### config.mk
export PLATFORM = sky130hd
export DESIGN_NAME = cht_ram
export DESIGN_NICKNAME = d
export VERILOG_FILES = /design/src/rtl/core/cht_ram.sv
export SDC_FILE = /design/constraint.sdc
export NUM_CORES = 1
export LEC_CHECK = 0
export BUFFER_PORTS_ARGS = -buffer_cell sky130_fd_sc_hd__buf_2
export CAP_MARGIN = 10
export CORE_UTILIZATION = 60
export DETAILED_ROUTE_END_ITERATION = 8
export HOLD_SLACK_MARGIN = 0.12
export PLACE_DENSITY = 0.78
export SYNTH_ARGS = -nofsm -noshare
export SYNTH_HDL_FRONTEND = slang
export SYNTH_SLANG_ARGS = --single-unit
export TNS_END_PERCENT = 30
### constraint.sdc
create_clock -name clock -period 2 [get_ports clock]
set_input_delay 0.2 -clock clock [delete_from_list [all_inputs] [get_ports clock]]
set_output_delay 0.2 -clock clock [all_outputs]
set_load 0.005 [all_outputs]
### src/rtl/core/cht_ram.sv
`timescale 1ns / 1ps
// ----------------------------------------------------------------------------
// cht_ram: generic simple dual-port RAM
// One write port, one read port with registered read data.
// ----------------------------------------------------------------------------
module cht_ram #(
   parameter int WIDTH = 8,
   parameter int DEPTH = 16,
   localparam int ADDR_W = (DEPTH > 1) ? $clog2(DEPTH) : 1
) (
   input  logic              clock,
   input  logic              wr_en,
   input  logic [ADDR_W-1:0] wr_addr,
   input  logic [WIDTH-1:0]  wr_data,
   input  logic [ADDR_W-1:0] rd_addr,
   output logic [WIDTH-1:0]  rd_data
);

   logic [WIDTH-1:0] mem_ff [DEPTH];
   logic [WIDTH-1:0] rd_data_ff;

   always_ff @(posedge clock) begin
      if (wr_en) begin
         mem_ff[wr_addr] <= wr_data;
      end
      rd_data_ff <= mem_ff[rd_addr];
   end

   assign rd_data = rd_data_ff;

endmodule

# Yosys cells after proc, flatten, opt, wreduce, memory -nomap -nowiden
# Memories as Yosys holds them, arrays and structs flattened. A register that Yosys moved wholly into a read port is not among the register bits.
# Cells that the tools add are included.
dict set report word_totals {
  reg_bits 0
  ramBits 128
  inputBits 18
  out_inout_bits 8
  wordCells 3
  mem_count 1
}
# memory words width rd rd_ports_with_merged_regs wr line_no
set mem_list {}
lappend mem_list {mem_ff 16 8 1 1 1 19} ;# logic [WIDTH-1:0] mem_ff [DEPTH];
dict set report op_classes {
  muxes 2
}
# cell n
set ops {}
lappend ops {{$mux W1} 2}

# Logic depth before layout (Yosys ltp)
# Gate-level depths: netlist (run 1).
dict set report logic_depth {
  word_depth 2
  ltp_mapped 5
  mapped_depth_nobuf 3
}

# Worst setup path before layout (run 1)
# OpenSTA, ideal clock, no wires.
dict set report synth_path {
  path_kind {input to register}
  start {input port wr_addr[2]}
  end {memory mem_ff[0][0] (enable)}
  setup_time_ps 383
  arrival_time_ps 1310
  t_required_ps 1617
  path_slack_ps 307
  path_stages 2
  path_buffers 0
  path_cell_list {or3b_2 > nor3_1}
}
# element line_no
set synth_lines {}
lappend synth_lines {{from (decl)} 13} ;# input logic [ADDR_W-1:0] wr_addr,
lappend synth_lines {{to (decl)} 19}
# No word-level cell before the write port.

==> results of run 1 <==
-- repair_timing --
| action | 4_1_cts | 5_1_grt |
|---|---|---|
| endpoints found under the hold margin | 128 | 0 |
| hold buffers | 8 | 0 |
| buffers inserted | 0 | 0 |
-- metal layers --
metal | vias to the layer above | GRT usage (%) | wire length [µm]
met1 | 1331 | 35.9 | 4300
met4 | 0 | 12.4 | 188
met2 | 124 | 39.5 | 5080
li1 | 1100 | - | -
met5 | - | 0 | 0
met3 | 15 | 6.76 | 668
-- kinds of logic after synthesis --
kind of cell,Yosys count,synth area share [%]
mux,32,15.0
compound gates,16,2.33
flops,136,77.8
simple gates,35,3.18
buf+inv,10,1.68
-- path summary, 6_finish.rpt --
path	to	slack, ns	cells past startpoint
max	rd_data[2]$_DFF_P_	0.58	3
min	mem_ff[0][2]$_DFFE_PP_	0.27	3
max reg2reg	rd_data[2]$_DFF_P_	0.58	3
min reg2reg	rd_data[2]$_DFF_P_	0.68	3
-- state kept, by name (all words and copies together) (netlist names) --
signal,count
mem_ff,128
rd_data,8
-- worst reg2reg max path, cell delays in order (launching register included) --
cell,delay (ns)
edfxtp_1,0.35
mux4_1,0.54
a22oi_1,0.31
nand2_1,0.10
-- through the flow --
stage | utilization (%) | area, µm²
after detailed placement | 66.4 | 5480
after CTS | 74.8 | 6180
after global routing | 74.8 | 6180
after global placement | 66.4 | 5480
after floorplan | - | 5150
final | 74.8 | 6180
-- power by group --
group	internal (µW)	switching [µW]	leakage [µW]	total, µW
registers	3190	19.2	0.00122	3210
clock network	2090	1120	0.000288	3220
logic	137	168	0.000614	305
total	5410	1310	0.00213	6730
-- cell type report --
| type | instances | share of cell area [%] |
|---|---|---|
| timing repair buffer | 53 | 5.95 |
| sequential | 136 | 64.8 |
| tap | 105 | 2.13 |
| clock buffer | 21 | 7.27 |
| clock inverter | 11 | 2.77 |
| multi-input combinational | 83 | 17.1 |
-- placed cells by master (no fill, tap or decap) --
master         synthesis  final
dfxtp_1                8      8
buf_4                  1     19
clkinvlp_4             0      4
mux4_2                18     18
buf_2                  3     25
edfxtp_1             128    128
and2_1                 1      1
nand2_1                9      9
bufinv_16              0      4
nor2b_1                1      1
nand3b_1               2      2
a22oi_1               16     16
clkinv_4               0      2
and2b_1                1      1
clkbuf_1               0      2
mux4_1                14     14
dlygate4sd3_1          0      8
buf_12                 0      1
nand3_1                1      1
clkinv_1               0      1
clkbuf_8               0      3
nor3_1                 4      4
clkbuf_16              0     16
nand2b_1               2      2
or3b_2                 1      1
nor2_1                13     13
==> flow_summary.ini, run 1 <==
[final_layout]
layout.cells.non_filler = 409
antenna_cells = 0
drive_above_1_share_pct = 30.6
fillers = 458
seq_area_mm2 = 0.00400
area_growth_pct = 20.1
nNetsFinal = 309
multi_input_area_mm2 = 0.00106

[floorplan]
initial_core_util_pct = 62.3
ios = 26
fp.dieH_um = 94.6
dieArea_mm2 = 0.00895
core_mm2 = 0.00826
core.rowCount = 33
die_w_um = 94.6

[timing]
worst_slew_pin_slew_ns = 0.718
rsz0062_at_grt = no
setup_slack_ns = 0.582
finalClockSkew_ns = 0.00636
whs_ns = 0.265
slew_headroom_pct = 52.0
final_max_slew_viol_count = 0
period_needed_ns = 1.42
timing.setup.tns_ns = 0
setup_viol = 0
post-route-period-util_pct = 70.9
fmax_ghz = 0.705
finalHoldViolCount = 0

[setup_path]
worst_setup_path_start_kind = flip-flop
critPathMaxFanout = 1
cp_data_required_time_ns = 2.39
startpoint = mem_ff[1][2]$_DFFE_PP_
reg2reg_from = mem_ff[1][2]$_DFFE_PP_
cpPeakStageDelay_ns = 0.54
cp_top_family = multiplexers
end_kind = flip-flop
path_cells = mux4_1, a22oi_1, nand2_1
critical_path_class = reg -> reg
arrival_ns = 1.80
worst_path_max_delay_cell = mux4_1
path_buf_inv = 0

[yosys]
syn_area_mm2 = 0.00515
yosys_warnings = 0
synthArstFlopShare_pct = 0
ys_ff_latch = 136
synthFlopType = edfxtp_1
synth_area_leaders = edfxtp_1 (75%), mux4_2 (7.9%), mux4_1 (7.1%)
synth_area_leader_cell = edfxtp_1
synth_common_cells = edfxtp_1 (128), mux4_2 (18), a22oi_1 (16)
yosysMostFrequentCell = edfxtp_1
synth_area_per_cell_um2 = 22.5
yosysUniqueCellTypes = 19
yosysSeqAreaShare_pct = 77.8
synth_edf_count = 128
syn-num-nets = 247
post-synth-top-area-fraction_pct = 74.7
synthCells = 229

[global_routing]
antenna_found_initial = 0
grt_start_max_net_pins = 33
grt_util_all_layers_pct = 26.1
grt_pass1_vias = 2680
grt_pass1_wl_um = 15600
overflow = 0

[power]
power_density_mw_per_mm2 = 1090
p_leak_uw = 0.00213
report.power.total_uw = 6730
ir_drop_uv = 689

[clocking]
cts_root_buf = clkbuf_8
clockBufferDepth = 2
ctsHtreeMaxLevel = 4
clock_latency_ns = 0.50
path_clk_slew_ns = 0.06
cts_buffers = 17
cts_tree = yes
cts_resized = 0
clkSinkCount = 136

[routing]
viasPerCell = 6.28
drc_errors = 0
wl_um = 10200
drt_iter0_drc = 311
vias = 2570
drtPass1Iterations = 5
wl_per_cell_um = 25.0
drtAntennaViolNets = 0

[hold_path]
hold_path_class = in -> reg
min_from = wr_addr[0]

[place]
dp.cells = 369
dp_slack_ns = 0.232
dpl.hpwl_um = 5910
port_buffers = 25
gp_congestion = 0.760

[job]
drv_cap = 0

[status]
outcome = finished clean
Note: power is estimated with default switching activity, not from simulation.
==> run 2, diff against run 1 <==
==> constraint.sdc (replaced) <==
create_clock -name clock -period 1.4 [get_ports clock]
set_input_delay 0.14 -clock clock [delete_from_list [all_inputs] [get_ports clock]]
set_output_delay 0.14 -clock clock [all_outputs]
set_load 0.005 [all_outputs]
==> run 2 against run 1 <==
Compared with the run above: the run now ends with design-rule violations left; non-clock buffer count grew 10; critical path depth is the same; global-route usage is 2.4 points lower; critical endpoint unchanged; largest cell class unchanged; largest power group is now registers.
==> flow_summary.ini, run 2 (synthesis results as in run 1) <==
[clocking]
clockBufferDepth = 2
clkSinkCount = 136
postCtsSetupBuffers = 0
path_clk_slew_ns = 0.06
clock_latency_ns = 0.51
cts_tree = yes
cts_buffers = 17
ctsHtreeMaxLevel = 4
cts_root_buf = clkbuf_8

[routing]
vias = 2526
drtPass1Iterations = 7
viasPerCell = 6.03
wl_um = 9480
wl_per_cell_um = 22.6
drc_errors = 2
drtAntennaViolNets = 0
drt_iter0_drc = 329

[setup_path]
rr_endpoint = rd_data[2]$_DFF_P_
reg2reg_slack_ns = 0.03
r2r_cells = 3
end_kind = flip-flop
worst_setup_path_start_kind = flip-flop
cp_data_required_time_ns = 1.79
critical_path_class = reg -> reg
critPathMaxFanout = 1
arrival_ns = 1.76
reg2reg_from = mem_ff[1][2]$_DFFE_PP_

[place]
dpl.hpwl_um = 6040
dp.cells = 379
port_buffers = 25
gp_congestion = 0.767

[timing]
worst_slew_pin_slew_ns = 0.771
final_max_slew_viol_count = 0
finalClockSkew_ns = 0.00458
rsz0062_at_grt = no
finalHoldViolCount = 0
fmax_ghz = 0.729
post-route-period-util_pct = 98.0
slew_headroom_pct = 48.5
period_needed_ns = 1.37
setup_viol = 0

[global_routing]
busiest_layer = met2
grt_start_max_net_pins = 17
grt_util_all_layers_pct = 23.7
grt_pass1_vias = 2597
grt_util_met1_pct = 29.4
met2_usage_pct = 38.6
antenna_found_initial = 0
overflow = 0
grt_pass1_wl_um = 14200
use_met3_pct = 6.68

[final_layout]
utilization_pct = 76.1
layout.cells.non_filler = 419
layout_common_cells = edfxtp_1 (128), buf_4 (27), buf_2 (25), mux4_2 (18), clkbuf_16 (16)
area_growth_pct = 22.0
drive_above_1_share_pct = 34.4
largest_reg_flops = 128
nNetsFinal = 319
largest_register = mem_ff
antenna_cells = 0
final_common_cell = edfxtp_1

[floorplan]
core.rowCount = 33
die_w_um = 94.6
initial_core_util_pct = 62.3
dieArea_mm2 = 0.00895
core_mm2 = 0.00826
ios = 26
fp.dieH_um = 94.6

[power]
ir_drop_uv = 1540
pwr-share-clk_pct = 46.6
internal_power_uw = 7620
power_density_mw_per_mm2 = 1500
p_seq_share_pct = 48.6
p_comb_share_pct = 4.8
switchingPower_uw = 1810
sw_frac_of_total_pct = 19.2
p_leak_uw = 0.00219

[hold_path]
hold_path_class = in -> reg
min_delay_path_depth = 3
min_from = wr_addr[0]
whs_endpoint = mem_ff[0][3]$_DFFE_PP_

[job]
drv_cap = 0

[status]
violations = design-rule violations
outcome = finished with violations
## run 2: area by class of cell
cell class | instances | area [µm²]
Tap cell | 105 | 131
Timing Repair Buffer | 63 | 468
Clock buffer | 21 | 459
Fill cell | 447 | 1980
Sequential cell | 136 | 4000
Clock inverter | 11 | 146
Multi-Input combinational cell | 83 | 1070
## run 2: power by group through the flow
stage | clock network [µW] | registers (µW) | logic, µW
floorplan | 0 | 4660 | 231
global placement | 0 | 4660 | 414
detailed placement | 0 | 4660 | 431
CTS | 4450 | 4580 | 452
global route | 4590 | 4590 | 491
finish | 4400 | 4580 | 454
## run 2: layer usage
| layer | routed length (µm) | vias to the layer above |
|---|---|---|
| met1 | 3980 | 1300 |
| met3 | 381 | 15 |
| met5 | 0 | - |
| li1 | - | 1117 |
| met2 | 4960 | 94 |
| met4 | 152 | 0 |
## run 2: per-stage QoR
step	setup TNS, ns	power, µW	worst slack (ns)	hold WS, ns	instance area [µm²]
final	0	9430	0.0284	0.184	6280
after global routing	0	9670	0.0104	0.177	6280
after CTS	0	9480	0.0316	0.156	6270
after detailed placement	-1.12	5090	-0.136	0.519	5590
after global placement	-0.616	5070	-0.140	0.515	5590
after floorplan	-0.147	4890	-0.00615	0.239	5150
## run 2: critical path: stages, from the launching register on
cell and delay, ns:
edfxtp_1 0.35, mux4_1 0.50, a22oi_1 0.32, nand2_1 0.09
## run 2: how the worst max path moves through the flow
stage                                  startpoint                      to  slack (ns)  depth (start not counted)
after floorplan                        wr_addr[2]  mem_ff[3][0]$_DFFE_PP_      -0.006                          2
after global placement                 rd_addr[0]      rd_data[2]$_DFF_P_       -0.14                          5
after detailed placement               rd_addr[0]      rd_data[2]$_DFF_P_       -0.14                          5
after CTS                  mem_ff[1][0]$_DFFE_PP_      rd_data[0]$_DFF_P_        0.03                          3
after global routing      mem_ff[10][7]$_DFFE_PP_      rd_data[7]$_DFF_P_        0.01                          3
final                      mem_ff[1][2]$_DFFE_PP_      rd_data[2]$_DFF_P_        0.03                          3
## run 2: what timing repair did
item / in CTS / in global routing
gates resized for setup: 0 / 2
setup endpoints to repair: 0 / 2
endpoints found under the hold margin: 128 / 0
hold buffers: 8 / 0
